### config.mk
export PLATFORM = sky130hd
export DESIGN_NAME = base64_codec
export DESIGN_NICKNAME = d
export VERILOG_FILES = /design/src/hdl/b64_pkg.sv /design/src/hdl/b64_front.sv /design/src/hdl/b64_queue.sv /design/src/hdl/b64_back.sv /design/src/hdl/base64_codec.sv
export SDC_FILE = /design/constraint.sdc
export NUM_CORES = 1
export LEC_CHECK = 0
export BUFFER_PORTS_ARGS = -buffer_cell sky130_fd_sc_hd__clkbuf_2
export CAP_MARGIN = 20
export CORE_MARGIN = 5
export CORE_UTILIZATION = 35
export DETAILED_ROUTE_END_ITERATION = 12
export GPL_TIMING_DRIVEN = 0
export PLACE_DENSITY = 0.53
export SYNTH_ARGS = -nofsm -noshare
export SYNTH_HDL_FRONTEND = slang
export SYNTH_HIERARCHICAL = 1
export SYNTH_SLANG_ARGS = --single-unit
export TNS_END_PERCENT = 30
### constraint.sdc
create_clock -name clk -period 11.56 [get_ports clk]
set_clock_uncertainty 0.1 [all_clocks]
set_input_delay 2.312 -clock clk [delete_from_list [all_inputs] [get_ports clk]]
set_output_delay 2.312 -clock clk [all_outputs]
set_load 0.01 [all_outputs]
### src/hdl/b64_pkg.sv
package b64_pkg;

  localparam int unsigned SLOTS  = 4;
  localparam int unsigned QDEPTH = 4;
  localparam int unsigned QPTRW  = $clog2(QDEPTH);
  localparam int unsigned QCNTW  = $clog2(QDEPTH + 1);

  localparam logic DIR_ENCODE = 1'b0;
  localparam logic DIR_DECODE = 1'b1;

  localparam logic [7:0] PAD_CHAR = 8'h3D;

  typedef logic [2:0] slot_cnt_t;

  // one accepted request turns into at most one job of up to four results
  typedef struct packed {
    logic [SLOTS-1:0][7:0] data;
    logic                  bad;
    slot_cnt_t             cnt;
  } job_t;

  function automatic logic [7:0] enc_char(input logic [5:0] v);
    logic [7:0] c;
    c = 8'h2F;
    if (v < 6'd26) begin
      c = 8'h41 + {2'b00, v};
    end else if (v < 6'd52) begin
      c = 8'h61 + {2'b00, v - 6'd26};
    end else if (v < 6'd62) begin
      c = 8'h30 + {2'b00, v - 6'd52};
    end else if (v == 6'd62) begin
      c = 8'h2B;
    end
    return c;
  endfunction

  // {ok, value}
  function automatic logic [6:0] dec_char(input logic [7:0] c);
    logic [6:0] r;
    r = 7'd0;
    if (c >= 8'h41 && c <= 8'h5A) begin
      r = {1'b1, 6'(c - 8'h41)};
    end else if (c >= 8'h61 && c <= 8'h7A) begin
      r = {1'b1, 6'(c - 8'h61 + 8'd26)};
    end else if (c >= 8'h30 && c <= 8'h39) begin
      r = {1'b1, 6'(c - 8'h30 + 8'd52)};
    end else if (c == 8'h2B) begin
      r = {1'b1, 6'd62};
    end else if (c == 8'h2F) begin
      r = {1'b1, 6'd63};
    end
    return r;
  endfunction

endpackage

### src/hdl/b64_front.sv
module b64_front
  import b64_pkg::*;
(
  input  logic       clk,
  input  logic       rst,
  input  logic       cfg_write_en,
  input  logic       cfg_write_data,
  input  logic       fire,
  input  logic [7:0] in_data,
  input  logic       in_last,
  output logic       push,
  output job_t       job
);

  logic        direction;
  logic [23:0] group_buffer, group_buffer_next;
  logic [1:0]  group_count, group_count_next;
  logic        pad_seen, pad_seen_next;

  logic [1:0]  epos;
  logic [2:0]  pos, pos1;
  logic [23:0] merged;
  logic [6:0]  cv;
  logic        clr;

  always_comb begin
    job               = '0;
    clr               = 1'b0;
    group_buffer_next = group_buffer;
    group_count_next  = group_count;
    pad_seen_next     = pad_seen;
    pos               = {1'b0, group_count};
    pos1              = pos + 3'd1;
    epos              = (group_count == 2'd3) ? 2'd2 : group_count;
    cv                = dec_char(in_data);
    merged            = group_buffer;

    if (direction == DIR_ENCODE) begin
      unique case (epos)
        2'd0:    merged = group_buffer | {in_data, 16'h0000};
        2'd1:    merged = group_buffer | {8'h00, in_data, 8'h00};
        default: merged = group_buffer | {16'h0000, in_data};
      endcase
      if (epos != 2'd2 && !in_last) begin
        group_buffer_next = merged;
        group_count_next  = epos + 2'd1;
      end else begin
        job.cnt = 3'd4;
        for (int i = 0; i < SLOTS; i++) begin
          if (3'(i) <= {1'b0, epos} + 3'd1) begin
            job.data[i] = enc_char(merged[23-6*i -: 6]);
          end else begin
            job.data[i] = PAD_CHAR;
          end
        end
        clr = 1'b1;
      end
    end else begin
      if (pad_seen) begin
        // swallow the rest of a padded group
        if (pos1 == 3'd4 || in_last) begin
          clr = 1'b1;
        end else begin
          group_count_next = pos1[1:0];
        end
      end else if (in_data == PAD_CHAR) begin
        if (pos >= 3'd2) begin
          job.cnt     = pos - 3'd1;
          job.data[0] = group_buffer[23:16];
          job.data[1] = group_buffer[15:8];
        end
        if (pos1 == 3'd4 || in_last) begin
          clr = 1'b1;
        end else begin
          group_count_next = pos1[1:0];
          pad_seen_next    = 1'b1;
        end
      end else if (!cv[6]) begin
        job.bad     = 1'b1;
        job.cnt     = 3'd1;
        job.data[0] = 8'h00;
        job.data[1] = group_buffer[23:16];
        job.data[2] = group_buffer[15:8];
        if (in_last) begin
          // tail flush follows the error result
          if (pos >= 3'd2) begin
            job.cnt = pos;
          end
          clr = 1'b1;
        end
      end else begin
        unique case (group_count)
          2'd0:    merged = group_buffer | {cv[5:0], 18'h00000};
          2'd1:    merged = group_buffer | {6'h00, cv[5:0], 12'h000};
          2'd2:    merged = group_buffer | {12'h000, cv[5:0], 6'h00};
          default: merged = group_buffer | {18'h00000, cv[5:0]};
        endcase
        job.data[0] = merged[23:16];
        job.data[1] = merged[15:8];
        job.data[2] = merged[7:0];
        if (pos1 == 3'd4) begin
          job.cnt = 3'd3;
          clr     = 1'b1;
        end else if (in_last) begin
          if (pos1 >= 3'd2) begin
            job.cnt = pos;
          end
          clr = 1'b1;
        end else begin
          group_buffer_next = merged;
          group_count_next  = pos1[1:0];
        end
      end
    end

    if (clr) begin
      group_buffer_next = '0;
      group_count_next  = '0;
      pad_seen_next     = 1'b0;
    end
  end

  assign push = fire && (job.cnt != 3'd0);

  always_ff @(posedge clk) begin
    if (rst) begin
      direction    <= DIR_ENCODE;
      group_buffer <= '0;
      group_count  <= '0;
      pad_seen     <= 1'b0;
    end else if (cfg_write_en) begin
      direction    <= cfg_write_data;
      group_buffer <= '0;
      group_count  <= '0;
      pad_seen     <= 1'b0;
    end else if (fire) begin
      group_buffer <= group_buffer_next;
      group_count  <= group_count_next;
      pad_seen     <= pad_seen_next;
    end
  end

`ifndef SYNTH
  assert property (@(posedge clk) disable iff (rst)
    (direction == DIR_ENCODE) |-> (group_count != 2'd3) && !pad_seen)
    else $error("encode group state out of range");
  assert property (@(posedge clk) disable iff (rst)
    push |-> (job.cnt <= 3'd4))
    else $error("job larger than four results");
  assert property (@(posedge clk) disable iff (rst)
    (push && job.bad) |-> (direction == DIR_DECODE) && (job.data[0] == 8'h00))
    else $error("bad character job malformed");
`endif

endmodule

### src/hdl/b64_queue.sv
module b64_queue
  import b64_pkg::*;
(
  input  logic clk,
  input  logic rst,
  input  logic push,
  input  job_t push_job,
  output logic full,
  input  logic pop,
  output logic valid,
  output job_t pop_job
);

  job_t             entries [QDEPTH];
  logic [QPTRW-1:0] wr_ptr, rd_ptr;
  logic [QCNTW-1:0] count;

  assign full    = (count == QCNTW'(QDEPTH));
  assign valid   = (count != '0);
  assign pop_job = entries[rd_ptr];

  always_ff @(posedge clk) begin
    if (push) begin
      entries[wr_ptr] <= push_job;
    end
  end

  always_ff @(posedge clk) begin
    if (rst) begin
      wr_ptr <= '0;
      rd_ptr <= '0;
      count  <= '0;
    end else begin
      if (push) begin
        wr_ptr <= wr_ptr + QPTRW'(1);
      end
      if (pop) begin
        rd_ptr <= rd_ptr + QPTRW'(1);
      end
      unique case ({push, pop})
        2'b10:   count <= count + QCNTW'(1);
        2'b01:   count <= count - QCNTW'(1);
        default: count <= count;
      endcase
    end
  end

`ifndef SYNTH
  assert property (@(posedge clk) disable iff (rst)
    count <= QCNTW'(QDEPTH))
    else $error("queue count overflow");
  assert property (@(posedge clk) disable iff (rst)
    !(push && full))
    else $error("push into full queue");
  assert property (@(posedge clk) disable iff (rst)
    !(pop && !valid))
    else $error("pop from empty queue");
`endif

endmodule

### src/hdl/b64_back.sv
module b64_back
  import b64_pkg::*;
(
  input  logic       clk,
  input  logic       rst,
  input  logic       q_valid,
  input  job_t       q_job,
  output logic       pop,
  output logic       out_valid,
  input  logic       out_stall,
  output logic [7:0] out_data,
  output logic       out_last,
  output logic       bad_char
);

  job_t       cur;
  logic       cur_valid;
  logic [1:0] idx;
  logic       adv, fin;

  assign adv = cur_valid && (!out_valid || !out_stall);
  assign fin = adv && ({1'b0, idx} == cur.cnt - 3'd1);
  assign pop = q_valid && (!cur_valid || fin);

  always_ff @(posedge clk) begin
    if (rst) begin
      cur_valid <= 1'b0;
      idx       <= '0;
    end else if (pop) begin
      cur_valid <= 1'b1;
      idx       <= '0;
    end else if (fin) begin
      cur_valid <= 1'b0;
    end else if (adv) begin
      idx <= idx + 2'd1;
    end
  end

  always_ff @(posedge clk) begin
    if (pop) begin
      cur <= q_job;
    end
  end

  always_ff @(posedge clk) begin
    if (rst) begin
      out_valid <= 1'b0;
    end else if (adv) begin
      out_valid <= 1'b1;
    end else if (!out_stall) begin
      out_valid <= 1'b0;
    end
  end

  // hold the presented result while stalled
  always_ff @(posedge clk) begin
    if (adv) begin
      out_data <= cur.data[idx];
      out_last <= fin;
      bad_char <= cur.bad && (idx == 2'd0);
    end
  end

`ifndef SYNTH
  assert property (@(posedge clk) disable iff (rst)
    cur_valid |-> ({1'b0, idx} < cur.cnt))
    else $error("slot index past job length");
  assert property (@(posedge clk) disable iff (rst)
    cur_valid |-> (cur.cnt != 3'd0) && (cur.cnt <= 3'd4))
    else $error("empty or oversized job in flight");
  assert property (@(posedge clk) disable iff (rst)
    (out_valid && bad_char) |-> (out_data == 8'h00))
    else $error("error result carries data");
`endif

endmodule

### src/hdl/base64_codec.sv
// Results of an accepted request pass through the job queue, the current-job register
//   and the output register, then leave one result per cycle while out_stall is low.
// Throughput: a request is taken every cycle while the four-job queue has room;
//   the output side drains one result a cycle while out_stall is low, so encoding is limited by the output side.
// Reset (rst, synchronous): direction returns to encode, the group and queue empty.
module base64_codec
  import b64_pkg::*;
(
  input  logic       clk,
  input  logic       rst,
  input  logic       cfg_write_en,
  input  logic       cfg_write_data,
  input  logic       in_valid,
  output logic       in_stall,
  input  logic [7:0] in_data,
  input  logic       in_last,
  output logic       out_valid,
  input  logic       out_stall,
  output logic [7:0] out_data,
  output logic       out_last,
  output logic       bad_char
);

  logic fire, push, full, pop, q_valid;
  job_t push_job, q_job;

  assign in_stall = full;
  assign fire     = in_valid && !full;

  b64_front u_front (
    .clk            (clk),
    .rst            (rst),
    .cfg_write_en   (cfg_write_en),
    .cfg_write_data (cfg_write_data),
    .fire           (fire),
    .in_data        (in_data),
    .in_last        (in_last),
    .push           (push),
    .job            (push_job)
  );

  b64_queue u_queue (
    .clk      (clk),
    .rst      (rst),
    .push     (push),
    .push_job (push_job),
    .full     (full),
    .pop      (pop),
    .valid    (q_valid),
    .pop_job  (q_job)
  );

  b64_back u_back (
    .clk       (clk),
    .rst       (rst),
    .q_valid   (q_valid),
    .q_job     (q_job),
    .pop       (pop),
    .out_valid (out_valid),
    .out_stall (out_stall),
    .out_data  (out_data),
    .out_last  (out_last),
    .bad_char  (bad_char)
  );

endmodule

==> qor.yml, run 1 <==
status: "completed"
use_met3: 0.02428
fin_crit_sh: 0.5544
crit_path_max_incr_delay_ns: 0.48
tightest_slew_ns: 1.137
max_freq_mhz: 156.0
max_cap_violations: 0
grt_max_degree: 42
setup_violations: 0
cp_max_fo: 10
area_growth_pct: 12.18
synth-main-ff-cell: "edfxtp_1"
die_w_um: 202.7
report.final.slew_viol_count: 0
diodes: 0
vias: 9388
leakage_uw: 0.005069
final_nets: 1226
maxSlewHeadroom: 0.2223
die-area_um2: 41100
cts_made_buffers: 25
core-area_um2: 36610
synth.cell_area_um2: 13000
drt-total-wl_mm: 36.43
synth_edf_count: 190
clock_sinks: 231
grt_pass1_vias: 8906
fillers: 3549
antenna_found_initial: 0
cp.required_ns: 11.92
critical_path_arrival_ns: 6.77
multi_input_area_um2: 5957
r2r_end: "u_queue/entries[1][24]"
netlist_instances: 1093
hold_viol_final: 0
synth_common_cells: "edfxtp_1, nand2_1, a21oi_1"
post_synth.cell_area_avg_um2: 11.89
hold_end: "u_front/group_buffer[1]"
async_flop_share: 0
synth_area_leaders: "edfxtp_1, mux4_2, dfxtp_1"
use_met1: 0.2453
final_area_um2: 14590
rows: 70
grtUsageTotal: 0.1726
hold_ws_ns: 0.3901
via_per_inst: 5.752
rr_startpoint: "u_front/group_count[1]"
cp-start-kind: "input port"
min_path_cells: 2
period_needed_ns: 6.409
crit_chain: "clkbuf_2 > buf_2 > inv_1 > ha_1 > nor3b_1 > a21oi_2 > o21a_1 > nor2_1 > o211ai_1 > a31oi_1 > o31a_1 > inv_1 > ha_1 > fa_1 > xnor2_1 > or3_1 > a21oi_1"
root_buffer: "clkbuf_16"
met2_usage: 0.2766
clock_latency_ns: 0.53
grt_pass1_wl_mm: 55.65
peakVddDrop_uv: 97.43
htreeDepth: 1
stdcell_count: 1632
grt_overflow_total: 0
drtIter0Drc: 872
grt_busiest_layer: "met2"
ys_seq_area_frac: 0.5020
hold_class: "flip-flop to flip-flop"
worst-setup-path-type: "input port to flip-flop"
post-place-ws_ns: 4.690
hold_buffers: 0
die_h_um: 202.7
reg2reg_depth: 15
power_density_nw_per_um2: 168.9
synth_cell_types: 94
io_pins: 27
synth_seq_cells: 231
port-buffer-count: 23
cts_tree: "done"
dr.pass1.iters: 5
post_cts_resized: 0
yosysTopAreaCellShare: 0.4388
fin_setup_tns_ns: 0
clockBufferDepth: 3
end_kind: "flip-flop"
rsz0062_at_grt: "false"
gp_congestion: 0.9826
yosys.cell_count.top_type: "edfxtp_1"
regArea_um2: 6526
drc: 0
start_util: 0.3551
drive_above_1_share: 0.1538
path_clk_slew_ns: 0.06
hp-start: "u_front/group_buffer[1]"
dp.final_hpwl_mm: 26.33
place_inst: 1588
synth_fp_nets: 1172
cp_slowest_cell: "a31oi_1"
postCtsSetupBuffers: 0
wl_per_cell_um: 22.32
synth_top_area_cell: "edfxtp_1"
rrSetupSlack_ns: 6.31
place_area_um2: 13790
ant_nets: 0
fin_ws_ns: 5.151
ys_warn_count: 6
[cells in the final DEF, fill, tap and decap left out, drive strengths merged, types with 41 or more instances in the layout]
cell	n
mux4	44
xnor2	41
inv	42
edfxtp	190
dfxtp	41
o21ai	75
a21oi	87
nand2	83
ha	63
nor2	62
clkbuf	85
[registers in the layout (all words and copies together) (netlist names), 2 cells and up, named ones only]
register / count
u_queue/count: 3
u_queue/entries: 144
u_back/out_data: 8
u_queue/wr_ptr: 2
u_front/group_count: 2
u_back/idx: 2
u_queue/rd_ptr: 2
u_back/cur: 36
u_front/group_buffer: 24
[power by group]
group / total, µW / switching, µW / internal [µW]
registers: 1100 / 40.0 / 1060
clock network: 770 / 325 / 444
logic: 594 / 344 / 250
[how the worst max path moves through the flow]
stage          startpoint                endpoint  depth (start not counted)
2_1_floorplan  in_data[1]   u_queue/entries[0][0]                         11
5_1_grt        in_data[1]        u_queue/count[2]                         17
3_5_place_dp   in_data[1]        u_queue/count[2]                         17
6_report       in_data[1]        u_queue/count[2]                         17
4_1_cts        in_data[1]        u_queue/count[2]                         17
3_3_place_gp   in_data[1]  u_queue/entries[1][31]                         12
[cell type report]
type                       instances  area share
inverter                          41     0.01055
multi-input combinational        755      0.4084
clock buffer                      28     0.04366
timing repair buffer              27     0.01390
tap                              468     0.04015
buffer                            66     0.02531
clock inverter                    16     0.01055
sequential                       231      0.4475
[routing by layer]
| metal | up-vias | share of wire |
|---|---|---|
| li1 | 4315 | - |
| met1 | 4611 | 0.45 |
| met2 | 388 | 0.46 |
| met3 | 74 | 0.063 |
| met4 | 0 | 0.030 |
| met5 | - | 0 |
[critical path, delay by kind of cell]
family          cells  cell delay [ns]
compound gates      6             1.56
xor+xnor            1             0.14
fa+ha+maj           3             1.00
simple gates        3             1.09
buf+inv             4             0.64
[through the flow]
| step | total power, µW | utilization |
|---|---|---|
| floorplan | 1535 | - |
| global placement | 1708 | 0.3743 |
| detailed placement | 1720 | 0.3768 |
| CTS | 2493 | 0.3984 |
| global route | 2579 | 0.3984 |
| finish | 2464 | 0.3984 |
[logic make-up (layout without fill, tap and decap cells)]
kind of cell,Yosys count,in the layout,share of synthesized area
buffers and inverters,107,178,0.04023
AND/OR/NAND/NOR,245,245,0.09354
flip-flops,231,231,0.5020
XOR/XNOR,50,50,0.03368
multiplexers,55,55,0.08661
AO/OA/AOI/OAI,341,341,0.1818
adder cells (fa/ha/maj),64,64,0.06217
Note: power is estimated with default switching activity, not from simulation.
==> inputs of run 2 (changes only) <==
ABC_AREA = 1   (was unset)
PLACE_DENSITY = 0.54   (was 0.53)
clock period = 5.25 ns   (was 11.56 ns; I/O delays follow)
==> qor.yml, run 2 <==
netlist_instances: 1580
synth_compound_area_frac: 0.1477
regMostFlops: "u_queue/entries"
max_cap_violations: 0
peakVddDrop_uv: 241.3
antenna_found_initial: 1
rows: 72
leakage_uw: 0.006173
vias: 11410
cts_tree: "done"
hold_viol_final: 0
clock_sinks: 231
synthAdderAreaFrac: 0.05984
hold_buffers: 0
die_w_um: 206.4
synth.cell_area_um2: 13510
diodes: 0
drtIter0Drc: 883
clockBufferDepth: 3
met2_usage: 0.3260
grt_pass1_wl_mm: 63.09
path_clk_slew_ns: 0.06
fillers: 3954
grtUsageTotal: 0.1899
use_met3: 0.02369
drive_above_1_share: 0.1164
io_pins: 27
status: "completed"
post-route-util: 0.3964
hold_class: "flip-flop to flip-flop"
ant_nets: 0
worst-setup-path-type: "input port to flip-flop"
final_cell_mix: "nand2_1, nor2_1, edfxtp_1"
setup_violations: 0
end_kind: "flip-flop"
maxSlewHeadroom: 0.3234
core-area_um2: 38380
synth_cell_types: 49
synth_top_area_cell: "edfxtp_1"
largest_reg_flops: 144
synth_xor_area_frac: 0.01871
cp-start-kind: "input port"
wl_per_cell_um: 18.84
grt_overflow_total: 0
cts_made_buffers: 26
area_growth_pct: 12.64
period_needed_ns: 4.441
synthSimpleGateAreaFrac: 0.2147
async_flop_share: 0
dr.pass1.iters: 6
grt_pass1_vias: 11010
max_freq_mhz: 225.2
root_buffer: "clkbuf_16"
use_met1: 0.2477
reg.largest.list: "u_queue/entries: 144 flops, u_back/cur: 36 flops, u_front/group_buffer: 24 flops"
synth_edf_count: 190
place_area_um2: 14370
yosys.cell_count.top_type: "nand2_1"
post_synth.cell_area_avg_um2: 8.549
fin_crit_sh: 0.8460
synthMuxAreaShare: 0
yosysTopAreaCellShare: 0.4224
final_area_um2: 15210
clock_latency_ns: 0.54
synth_area_leaders: "edfxtp_1, nand2_1, dfxtp_1"
ys_warn_count: 6
synth_fp_nets: 1659
cp_max_fo: 10
final_common_cell: "nand2_1"
tightest_slew_ns: 1.015
synth_top_family_by_area: "simple AND/OR/NAND/NOR gates"
power_density_nw_per_um2: 412.5
ys_seq_area_frac: 0.4832
postCtsSetupBuffers: 0
post_cts_resized: 0
drc: 0
grt_max_degree: 40
die_h_um: 206.4
synth_common_cells: "nand2_1, nor2_1, edfxtp_1"
via_per_inst: 5.245
rsz0062_at_grt: "false"
synth-main-ff-cell: "edfxtp_1"
final_nets: 1717
gp_congestion: 0.9728
drt-total-wl_mm: 41.00
cp.required_ns: 5.63
critical_path_arrival_ns: 4.82
dp.final_hpwl_mm: 30.26
report.final.slew_viol_count: 0
start_util: 0.3519
die-area_um2: 42620
grt_busiest_layer: "met2"
htreeDepth: 1
port-buffer-count: 26
synth_seq_cells: 231
[run 2: cell type report]
cell class | count | area, µm² | area share
inverters | 162 | 628.1 | 0.04129
clock buffers | 29 | 671.9 | 0.04416
multi-input cells | 1125 | 5956 | 0.3915
clock inverters | 19 | 176.4 | 0.01160
repair buffers | 30 | 210.2 | 0.01382
well taps | 518 | 648.1 | 0.04260
flip-flops and latches | 231 | 6526 | 0.4290
plain buffers | 62 | 396.6 | 0.02607
[run 2: layer usage]
layer,wire length [µm],share of wire
met1,17560,0.43
met2,19470,0.47
met3,2465,0.060
met4,1496,0.036
met5,13,0.00032
[run 2: kinds of logic after synthesis]
kind of cell | Yosys count
AOI/OAI and AO/OA | 343
xor gates and xnor gates | 28
adders and majority gates | 64
buffers and inverters | 224
DFF | 231
and+or+nand+nor | 690
[run 2: path summary, 6_finish.rpt]
check                         start                     end  slack, ns  cells past startpoint
max                      in_data[0]        u_queue/count[2]       0.81                     26
min               u_queue/rd_ptr[1]       u_queue/rd_ptr[1]       0.35                      1
max reg2reg  u_front/group_count[1]  u_queue/entries[2][25]       0.92                     14
min reg2reg       u_queue/rd_ptr[1]       u_queue/rd_ptr[1]       0.35                      1
[run 2: critical path, cell delays in order]
cell and delay, ns:
clkbuf_2 0.10, buf_2 0.19, inv_1 0.27, ha_1 0.27, nand2_1 0.12, o21ai_1 0.17, nand3_2 0.19, nand2_2 0.14
nand3_4 0.16, inv_4 0.17, nor2_4 0.05, nand2_1 0.06, nand2_1 0.04, nand2_1 0.05, nand3_1 0.26, nand3_1 0.17
nand2_1 0.06, inv_1 0.12, inv_1 0.11, ha_1 0.26, fa_1 0.42, nand2_1 0.10, nand2_1 0.05, nor2_1 0.08
nor2_1 0.04, nor2_1 0.09
[run 2: report_power, final]
part | internal (µW) | switching (µW)
sequential | 2440 | 141
combinational | 595 | 1330
clock | 993 | 775
[run 2: stage by stage]
step                      hold slack, ns  instances  total power, µW  setup TNS [ns]  setup WS (ns)
after floorplan                   0.3115       1580             3872               0          1.256
after global placement            0.3261       2124             4533          -48.99        -0.4096
after detailed placement          0.3378       2128             4555               0         0.2422
after CTS                         0.3470       2176             6339               0         0.8181
after global routing              0.3846       2176             6648               0         0.3888
final                             0.3453       2176             6275               0         0.8085
==> inputs of run 3 (changes only) <==
clock period = 3.8 ns   (was 5.25 ns; I/O delays follow)
==> qor.yml, run 3 (synthesis gave the netlist of run 2 again) <==
status: "completed"
period_needed_ns: 3.687
use_met3: 0.02275
root_buffer: "clkbuf_16"
use_met1: 0.2495
fin_crit_sh: 0.9703
max_cap_violations: 0
clockBufferDepth: 3
area_growth_pct: 14.39
post-place-ws_ns: -0.9178
final_nets: 1726
rsz0062_at_grt: "false"
worst-setup-path-type: "input port to flip-flop"
grt_busiest_layer: "met2"
rr_startpoint: "u_front/group_count[1]"
power_density_nw_per_um2: 563.8
largest_reg_flops: 144
critical_path_arrival_ns: 3.83
grt_pass1_wl_mm: 63.47
tightest_slew_ns: 0.8920
cts_made_buffers: 26
place_area_um2: 14370
final_common_cell: "nand2_1"
setup_violations: 0
final_cell_mix: "nand2_1, edfxtp_1, nor2_1"
ant_nets: 0
fillers: 3934
cp-start-kind: "input port"
reg.largest.list: "u_queue/entries: 144 flops, u_back/cur: 36 flops, u_front/group_buffer: 24 flops"
power_uw: 8711
drive_above_1_share: 0.1380
core-area_um2: 38380
cp_max_fo: 8
grtUsageTotal: 0.1910
dp.final_hpwl_mm: 30.26
reg2reg_depth: 14
rows: 72
crit_chain: "clkbuf_2 > buf_6 > clkinvlp_4 > ha_2 > inv_1 > nand2_1 > nand3_1 > nand2_4 > nand2_2 > nand2_2 > inv_2 > nand3_4 > buf_4 > nor2_1 > inv_1 > o221ai_1"
cts_tree: "done"
drc: 0
die-area_um2: 42620
hold_viol_final: 0
crit_path_start: "in_data[0]"
drtIter0Drc: 832
htreeDepth: 1
leakage_uw: 0.006246
via_per_inst: 5.263
end_kind: "flip-flop"
final_area_um2: 15450
gp_congestion: 0.9728
port-buffer-count: 26
peakVddDrop_uv: 332.0
path_clk_slew_ns: 0.06
die_w_um: 206.4
fin_setup_tns_ns: 0
dr.pass1.iters: 5
diodes: 0
start_util: 0.3519
fin_ws_ns: 0.1129
clock_sinks: 231
drt-total-wl_mm: 41.31
report.final.slew_viol_count: 0
maxSlewHeadroom: 0.4031
min_path_cells: 1
regMostFlops: "u_queue/entries"
grt_max_degree: 40
io_pins: 27
die_h_um: 206.4
vias: 11500
hold_class: "flip-flop to flip-flop"
antenna_found_initial: 1
clock_latency_ns: 0.54
grt_overflow_total: 0
cp_slowest_cell: "nor2_1"
wl_per_cell_um: 18.91
grt_pass1_vias: 11050
max_freq_mhz: 271.2
hold_ws_ns: 0.3447
hp-start: "u_queue/rd_ptr[1]"
met2_usage: 0.3281
crit_path_max_incr_delay_ns: 0.67
cp.required_ns: 3.94
==> run 3: final timing paths <==
check / slack (ns) / endpoint
worst max-delay path: 0.11 / u_queue/entries[1][27]
worst min-delay path: 0.34 / u_queue/rd_ptr[1]
worst max register to register: 0.25 / u_queue/entries[1][21]
worst min register to register: 0.34 / u_queue/rd_ptr[1]
==> run 3: final cells by class <==
cell class	instances	area, µm²	share of cell area
buffer	62	426.7	0.02762
clock buffer	29	671.9	0.04349
clock inverter	19	176.4	0.01142
inverter	162	638.1	0.04130
multi-input combinational	1125	6082	0.3937
sequential	231	6529	0.4226
tap	518	648.1	0.04195
timing repair buffer	39	277.8	0.01798
==> run 3: metrics by stage <==
step,instances,utilization
floorplan,1580,-
global placement,2124,0.3722
detailed placement,2128,0.3743
CTS,2179,0.3991
global route,2185,0.4026
finish,2185,0.4026
==> run 3: what timing repair did <==
action / 4_1_cts / 5_1_grt
buffers inserted: 3 / 6
setup endpoints to repair: 169 / 184
gates cloned: 0 / 0
hold buffers: 0 / 0
resized for setup: 22 / 27
pin swaps: 1 / 4
==> run 3: critical path, delay by kind of cell <==
family,cells,cell delay (ns)
AOI/OAI and AO/OA,1,0.63
buffers and inverters,7,0.98
and+or+nand+nor,7,1.23
adders and majority gates,1,0.22
==> run 3: power breakdown <==
group / leakage (µW) / switching (µW) / total (µW) / internal, µW
Sequential: 0.00211 / 194 / 3570 / 3380
Combinational: 0.00374 / 1850 / 2700 / 849
Clock: 0.000398 / 1070 / 2440 / 1370
Total: 0.00625 / 3110 / 8710 / 5600
==> run 3: layer usage <==
layer	share of wire	vias up	wire, µm
li1	-	5535	-
met1	0.43	5451	17770
met2	0.48	421	19690
met3	0.058	90	2402
met4	0.035	2	1428
met5	0.00034	-	14
